### src/rtl/lossw_pkg.sv
`timescale 1ns / 1ps
// Shared types and constants for the grid line-of-sight walker.
// No dependencies; imported by every module of the block.
package lossw_pkg;

	localparam int COORD_W = 6;
	localparam int COORD_SPAN = 1 << COORD_W;
	localparam int GRID_WIDTH_DEF = 64;
	localparam int GRID_HEIGHT_DEF = 64;

	// error term |d| stays below (2*63+1)*63, so 15 bits two's complement
	localparam int DIST_W = 15;

	localparam logic REQ_WRITE = 1'b0;
	localparam logic REQ_QUERY = 1'b1;

	typedef logic [COORD_W-1:0] coord_t;

	typedef struct packed {
		logic busy;
		logic done;
		logic visible;
	} walk_status_t;

endpackage

### src/rtl/lossw_walk.sv
`timescale 1ns / 1ps
// Walk sequencer: steps the grid line one cell per cycle, reads each cell from
// the map and stops at the first blocked cell. Depends on lossw_pkg.
module lossw_walk (
	input  logic                   clk,
	input  logic                   arst_n,
	input  logic                   start,
	input  lossw_pkg::coord_t      src_x,
	input  lossw_pkg::coord_t      src_y,
	input  lossw_pkg::coord_t      dst_x,
	input  lossw_pkg::coord_t      dst_y,
	input  logic                   take,
	output logic                   rd_en,
	output lossw_pkg::coord_t      rd_x,
	output lossw_pkg::coord_t      rd_y,
	input  logic                   rd_bit,
	output lossw_pkg::walk_status_t status
);
	import lossw_pkg::*;

	localparam logic [1:0] ST_IDLE = 2'd0;
	localparam logic [1:0] ST_RUN  = 2'd1;
	localparam logic [1:0] ST_HOLD = 2'd2;

	logic [1:0] state_q;
	coord_t px_q, py_q, ix_q, iy_q, nx_q, ny_q;
	logic neg_x_q, neg_y_q;
	logic [DIST_W-1:0] d_q;
	logic chk_s1;
	logic vis_q;

	logic at_end, hit, issue, fin;
	logic step_x, step_y;
	coord_t px_n, py_n, nx_in, ny_in;
	logic [DIST_W-1:0] two_nx, two_ny, d_n;

	assign nx_in = (dst_x >= src_x) ? dst_x - src_x : src_x - dst_x;
	assign ny_in = (dst_y >= src_y) ? dst_y - src_y : src_y - dst_y;

	assign at_end = (ix_q == nx_q) && (iy_q == ny_q);
	assign hit = chk_s1 && rd_bit;
	assign fin = (state_q == ST_RUN) && (hit || at_end);
	assign issue = (state_q == ST_RUN) && !hit && !at_end;

	// d = 0: diagonal, d < 0: y only, d > 0: x only
	assign step_y = d_q[DIST_W-1] || (d_q == '0);
	assign step_x = !d_q[DIST_W-1];

	assign px_n = step_x ? (neg_x_q ? px_q - 1'b1 : px_q + 1'b1) : px_q;
	assign py_n = step_y ? (neg_y_q ? py_q - 1'b1 : py_q + 1'b1) : py_q;

	assign two_nx = {{(DIST_W - COORD_W - 1){1'b0}}, nx_q, 1'b0};
	assign two_ny = {{(DIST_W - COORD_W - 1){1'b0}}, ny_q, 1'b0};
	assign d_n = d_q + (step_y ? two_nx : '0) - (step_x ? two_ny : '0);

	always_ff @(posedge clk or negedge arst_n) begin
		if (!arst_n) begin
			state_q <= ST_IDLE;
			chk_s1 <= 1'b0;
		end else begin
			chk_s1 <= issue;
			unique case (state_q)
				ST_IDLE: begin
					if (start) begin
						state_q <= ST_RUN;
					end
				end
				ST_RUN: begin
					if (fin) begin
						state_q <= ST_HOLD;
					end
				end
				ST_HOLD: begin
					if (take) begin
						state_q <= ST_IDLE;
					end
				end
				default: begin
					state_q <= ST_IDLE;
				end
			endcase
		end
	end

	always_ff @(posedge clk) begin
		if (start && state_q == ST_IDLE) begin
			px_q <= src_x;
			py_q <= src_y;
			ix_q <= '0;
			iy_q <= '0;
			nx_q <= nx_in;
			ny_q <= ny_in;
			neg_x_q <= dst_x < src_x;
			neg_y_q <= dst_y < src_y;
			d_q <= {{(DIST_W - COORD_W){1'b0}}, nx_in} - {{(DIST_W - COORD_W){1'b0}}, ny_in};
		end else if (issue) begin
			px_q <= px_n;
			py_q <= py_n;
			ix_q <= ix_q + {{(COORD_W - 1){1'b0}}, step_x};
			iy_q <= iy_q + {{(COORD_W - 1){1'b0}}, step_y};
			d_q <= d_n;
		end
		if (fin) begin
			vis_q <= !hit;
		end
	end

	assign rd_en = issue;
	assign rd_x = px_n;
	assign rd_y = py_n;

	assign status.busy = state_q != ST_IDLE;
	assign status.done = state_q == ST_HOLD;
	assign status.visible = vis_q;

	a_hit_ends: assert property (@(posedge clk) disable iff (!arst_n)
		(state_q == ST_RUN && hit) |=> (state_q == ST_HOLD && !vis_q))
		else $error("blocked cell did not end the walk");
	a_no_overshoot: assert property (@(posedge clk) disable iff (!arst_n)
		state_q == ST_RUN |-> (ix_q <= nx_q && iy_q <= ny_q))
		else $error("walk stepped past the destination");
	a_check_follows_read: assert property (@(posedge clk) disable iff (!arst_n)
		chk_s1 |-> $past(rd_en) && state_q == ST_RUN)
		else $error("cell check without a read");

endmodule

### config.mk
export PLATFORM = sky130hd
export DESIGN_NAME = lossw_walk
export DESIGN_NICKNAME = d
export VERILOG_FILES = /design/src/rtl/lossw_pkg.sv /design/src/rtl/lossw_walk.sv
export SDC_FILE = /design/constraint.sdc
export NUM_CORES = 1
export LEC_CHECK = 0
export BUFFER_PORTS_ARGS = -buffer_cell sky130_fd_sc_hd__buf_4
export CAP_MARGIN = 25
export CORE_ASPECT_RATIO = 0.8
export CORE_UTILIZATION = 61
export DETAILED_ROUTE_END_ITERATION = 10
export HOLD_SLACK_MARGIN = 0.1
export MAX_ROUTING_LAYER = met4
export PLACE_DENSITY = 0.87
export RECOVER_POWER = 25
export SLEW_MARGIN = 20
export SYNTH_ARGS = -nofsm -noshare
export SYNTH_HDL_FRONTEND = slang
export SYNTH_SLANG_ARGS = --single-unit
### constraint.sdc
create_clock -name clk -period 4.65 [get_ports clk]
set_clock_uncertainty 0.05 [all_clocks]
set_input_delay 0.93 -clock clk [delete_from_list [all_inputs] [get_ports clk]]
set_output_delay 0.93 -clock clk [all_outputs]
set_load 0.01 [all_outputs]
* Word-level counts from Yosys, hierarchy flattened
Cells that the tools add are included.
Storage, ports and cells: flip-flop bits (word level) 57
Operators by class: $add $sub $neg 13, magnitude comparators 4, equality and inequality tests 7, mux-type cells 18, reductions and logical operators 16
Operator list (number):
- 6-bit 2-to-1 mux | 10
- 15-bit 2-to-1 mux | 2
- 6-bit subtractor | 4
- 15-bit by 7-bit adder with 15-bit output | 1
- 15-bit logical NOT | 1
- 15-bit by 7-bit subtractor with 15-bit output | 1
- 7-bit 2-to-1 mux | 2
- 6-bit by 1-bit adder with 6-bit output | 2
- 6-bit by 1-bit adder with 6-bit output, second input constant | 2
- 6-bit equality test | 2
- 6-bit >= comparator | 2
- 6-bit less-than comparator | 2
- 6-bit by 1-bit subtractor with 6-bit output, second input constant | 2
- 6-bit by 6-bit subtractor with 7-bit output | 1
- 1-bit logical AND | 6
- 2-bit 2-to-1 mux | 3
- 2-bit != test, second input constant | 3
- 2-bit one-hot mux with 3 select lines | 1
- 2-bit nonzero test | 2
- 1-bit logical NOT | 3
- 3-bit AND reduction | 1
- 2-bit by 1-bit equality test with 1-bit output, second input constant | 1
- 2-bit equality test, second input constant | 1
- 2-bit logical NOT | 1
- 1-bit logical OR | 2

* Longest topological paths before layout
depth in word-level cells 7, gate-level depth with buffers 17

* Worst setup path before layout
Ideal clock, no wire load.
kind input port to flip-flop, from input port dst_x[0], to register d_q[5], data pin, arrival 3837 ps, data required time 4306 ps, setup slack 468 ps, stages on the path 15, path buffers 0, path through inv_1 > ha_1 > inv_1 > fa_1 > a21o_1 > a221o_1 > nor2_2 > mux2_2 > ha_1 > a21o_1 > a21o_1 > a21o_1 > a21oi_1 > xor2_1 > a21oi_1
Between the ends: longest elaborated chain between the ends 4, elaborated cells on any way between the ends 6, those cells by class add/sub (3); order compare (1); mux (2)
Ends and longest elaborated chain:
- from (decl) | line lossw_walk.sv:10 | input lossw_pkg::coord_t dst_x,
- 6-bit subtractor or 6-bit >= comparator (tied branches) | line lossw_walk.sv:37 | assign nx_in = (dst_x >= src_x) ? dst_x - src_x : src_x - dst_x;
- 6-bit 2-to-1 mux * | line lossw_walk.sv:37
- net nx_in[1] | line lossw_walk.sv:34 | coord_t px_n, py_n, nx_in, ny_in;
- 6-bit by 6-bit subtractor with 7-bit output * | line lossw_walk.sv:95 | d_q <= {{(DIST_W - COORD_W){1'b0}}, nx_in} - {{(DIST_W - COORD_W){1'b0}}, ny_in};
- 15-bit 2-to-1 mux * | line lossw_walk.sv:86 | if (start && state_q == ST_IDLE) begin
- to (signal assigned) | line lossw_walk.sv:95
- to (signal assigned) | line lossw_walk.sv:101 | d_q <= d_n;
- to (decl) | line lossw_walk.sv:28 | logic [DIST_W-1:0] d_q;
The timed path passes the listed nets; every way through them passes the cells marked *. A chain may end at the register's enable or synchronous reset.

* Worst setup path in the final report
from register d_q[13], to register d_q[12], data pin
Between the ends: longest elaborated chain between the ends 7
Ends and longest elaborated chain:
- 15-bit logical NOT | line lossw_walk.sv:46 | assign step_y = d_q[DIST_W-1] || (d_q == '0);
- 1-bit logical OR | line lossw_walk.sv:46
- 7-bit 2-to-1 mux | line lossw_walk.sv:54 | assign d_n = d_q + (step_y ? two_nx : '0) - (step_x ? two_ny : '0);
- 15-bit by 7-bit adder with 15-bit output | line lossw_walk.sv:54
- 15-bit by 7-bit subtractor with 15-bit output | line lossw_walk.sv:54
- 15-bit 2-to-1 mux | line lossw_walk.sv:96 | end else if (issue) begin
- 15-bit 2-to-1 mux | line lossw_walk.sv:86
No other way between the ends. The select of a mux whose other input is x is not followed.

==> impl_metrics.toml <==
[cells_and_area]
fin_util_pct = 72.7
area_growth_pct = 12.8
final_area_sq_um = 5530
num_antenna_cells = 0
final_cell_mix = "83 x inv_1, 55 x ha_1, 42 x edfxtp_1, 37 x nor2_1, 37 x buf_4"
drive_gt1_share_pct = 12.6
nets = 674
final_common_cell = "inv_1"
nFillCells = 576

[die]
initial_core_util_pct = 64.5
die_w_um = 102
die_h_um = 82.2
std_cell_rows = 28
dieArea_sq_um = 8400
io_pins = 45
core_sq_um = 7600

[worst_setup_path]
start_kind = "register"
cp.arrival_ns = 4.30
crit_start = "d_q[13]"
crit_end = "d_q[12]"
ff2ff_path_depth = 16
r2r_end = "d_q[12]"
critical_path_class = "register to register"
regToRegSetupSlack_ns = 0.38
cp.required_ns = 4.68
cp_max_fo = 16
crit-reg2reg-launch = "d_q[13]"
endpoint_kind = "register"

[power_and_ir_drop]
combPwrFrac_pct = 65.4
p_per_area_nw_per_um2 = 818
vdd_drop_max_mv = 0.364
p_sw_mw = 2.05
power_leakage_nw = 2.53
p_sw_share_pct = 45.2
p_clk_share_pct = 11.1
intPower_mw = 2.48
pwr-share-seq_pct = 23.5

[cts]
cts_sinks = 57
cts-hold-fix-buffers = 0
htreeDepth = 3
clkSlewWorstSetupHoldPaths_ns = 0.07
cts_setup_buffers = 0
cts.path.max_buffers = 2
clk_latency_ns = 0.36
cts-root-buf = "clkbuf_8"
cts_tree = "done"
cts_inserted_buffers = 9

[yosys]
syn-cell-area_sq_um = 4900
synth_ff_type = "edfxtp_1"
synth_top_family_by_area = "adder cells"
synthArstFlopShare_pct = 5.26
avgSynthCellArea_sq_um = 9.23
ys_top_cells_by_area = "edfxtp_1 26%, ha_1 14%, inv_1 6.4%"
yosysSeqAreaShare_pct = 32.2
synth-seq-cells = 57
ys_types = 58
synthAdderAreaFrac_pct = 19.8
synth_top_area_cell = "edfxtp_1"
synth-warning-count = 0
synth-simple-area-share_pct = 12.1
synth_compound_area_share_pct = 16.8
synth_xor_area_share_pct = 8.04
netlist_instances = 531
synth_top_area_share_pct = 25.7
synth_nets = 629
synth-edff-count = 42
synthMuxAreaShare_pct = 3.32

[global_routing]
grt_pass1_vias = 3826
grt_overflow = 0
grt_pass1_wl_um = 17500
grt_antenna_before_repair = 0
grt_max_degree = 28
grt.total_usage_pct = 28.2

[drt]
drc = 0
drt_pass1_iterations = 6
via_count = 4014
routed_wl_um = 10700
wire_per_inst_um = 15.6
drt_iter0_drc = 260
ant_nets = 0
vias_per_cell = 5.85

[timing]
fmax_mhz = 234
slew_headroom_pct = 15.3
worst_slew_pin_slew_ns = 1.27
hold_viol = 0
final_max_slew_viol_count = 0
finalSetupViolations = 0
tns_ns = 0
final.period_utilization_pct = 91.8
fin_crit_ns = 4.27
rsz0062_at_grt = "false"

[placement]
place.gp.congestion = 0.940
hpwl_um = 8350
portBuffers = 44
placed_area_sq_um = 5340

[min_path]
hold_path_class = "input port to asynchronous set/reset pin"

[run_status]
outcome = "completed"

[job]
maxCapViolCount = 0
[state kept, by name, summed over array words and instances, names as in the netlist]
| signal | flops |
|---|---|
| chk_s1 | 1 |
| vis_q | 1 |
| neg_y_q | 1 |
| py_q | 6 |
| ix_q | 6 |
| d_q | 15 |
| state_q | 2 |
| ny_q | 6 |
| nx_q | 6 |
| neg_x_q | 1 |
| px_q | 6 |
| iy_q | 6 |
[timing repair]
item | CTS | global route
endpoints found under the setup margin | 0 | 2
endpoints found under the hold margin | 0 | 0
gates resized for setup | 0 | 3
[worst max-delay path, cell delays in order, from the launching register on]
cell,delay [ns]
edfxtp_1,0.40
inv_1,0.10
ha_1,0.14
nor4b_1,0.34
a31oi_2,0.26
inv_4,0.23
nand2_1,0.09
fa_1,0.48
inv_1,0.05
ha_1,0.34
o21ai_0,0.20
a21oi_1,0.08
o21ai_0,0.29
a21oi_1,0.17
or2_2,0.33
a311oi_1,0.34
o21ai_0,0.12
[cell usage after synthesis, types with 3 or more instances]
| cell | number |
|---|---|
| nand2_1 | 32 |
| clkbuf_1 | 11 |
| xnor2_1 | 34 |
| nor3_1 | 8 |
| mux2i_1 | 8 |
| fa_1 | 14 |
| o211ai_1 | 11 |
| dfxtp_1 | 12 |
| mux2_2 | 6 |
| nor2b_1 | 9 |
| and3_1 | 4 |
| xor2_1 | 11 |
| nand2b_1 | 9 |
| nor2_1 | 37 |
| ha_1 | 55 |
| o31ai_1 | 9 |
| a21o_1 | 13 |
| dfrtp_1 | 3 |
| inv_1 | 83 |
| nand3_1 | 8 |
| nand4_1 | 4 |
| nor4_1 | 4 |
| o21a_1 | 4 |
| edfxtp_1 | 42 |
| a21oi_1 | 35 |
| o21ai_1 | 4 |
| o21ai_0 | 21 |
[metal layers]
layer | track usage [%] | up-vias | routed length [um] | share of wire, %
met5 | - | - | 0 | 0
met4 | 8.43 | 0 | 167 | 1.6
met3 | 5.47 | 19 | 705 | 6.6
met2 | 46.3 | 150 | 5030 | 47
met1 | 35.8 | 1926 | 4800 | 45
li1 | - | 1919 | - | -
[area by class of cell]
cell class	count	area (sq um)	share of cell area (%)
timing repair buffer	48	327	5.91
inverter	86	325	5.89
clock inverter	6	82.6	1.49
multi-input combinational	374	2960	53.5
tap	105	131	2.38
clock buffer	10	128	2.31
sequential	57	1580	28.5
[how the worst min path moves through the flow]
stage | endpoint | slack (ns) | cells past startpoint
5_1_grt | chk_s1 | 0.33 | 1
3_5_place_dp | ix_q[4] | 0.47 | 1
6_report | state_q[1] | 0.32 | 1
4_1_cts | chk_s1 | 0.30 | 1
2_1_floorplan | iy_q[4] | 0.43 | 1
3_3_place_gp | ix_q[4] | 0.46 | 1
[logic make-up (layout without fill, tap and decap cells)]
family,after synthesis,count (layout)
compound gates,122,122
xor+xnor,45,45
fa+ha+maj,69,69
buf+inv,100,150
flops,57,57
mux,15,15
simple gates,123,123
[power by group through the flow]
stage / Clock, mW / Combinational (mW) / Sequential, mW
final: 0.502 / 2.96 / 1.06
after global routing: 0.523 / 3.30 / 1.09
after CTS: 0.504 / 2.92 / 1.05
after detailed placement: 0 / 2.89 / 1.06
after global placement: 0 / 2.76 / 1.05
after floorplan: 0 / 2.16 / 1.02
[stage by stage]
| stage | setup slack, ns | instances | hold slack, ns | power (mW) |
|---|---|---|---|---|
| floorplan | 0.468 | 531 | 0.434 | 3.18 |
| global placement | 0.138 | 670 | 0.463 | 3.81 |
| detailed placement | 0.0689 | 670 | 0.474 | 3.95 |
| CTS | 0.359 | 686 | 0.302 | 4.48 |
| global route | 0.0510 | 686 | 0.328 | 4.90 |
| finish | 0.380 | 686 | 0.323 | 4.52 |
Power figures use the tool's default switching activity.
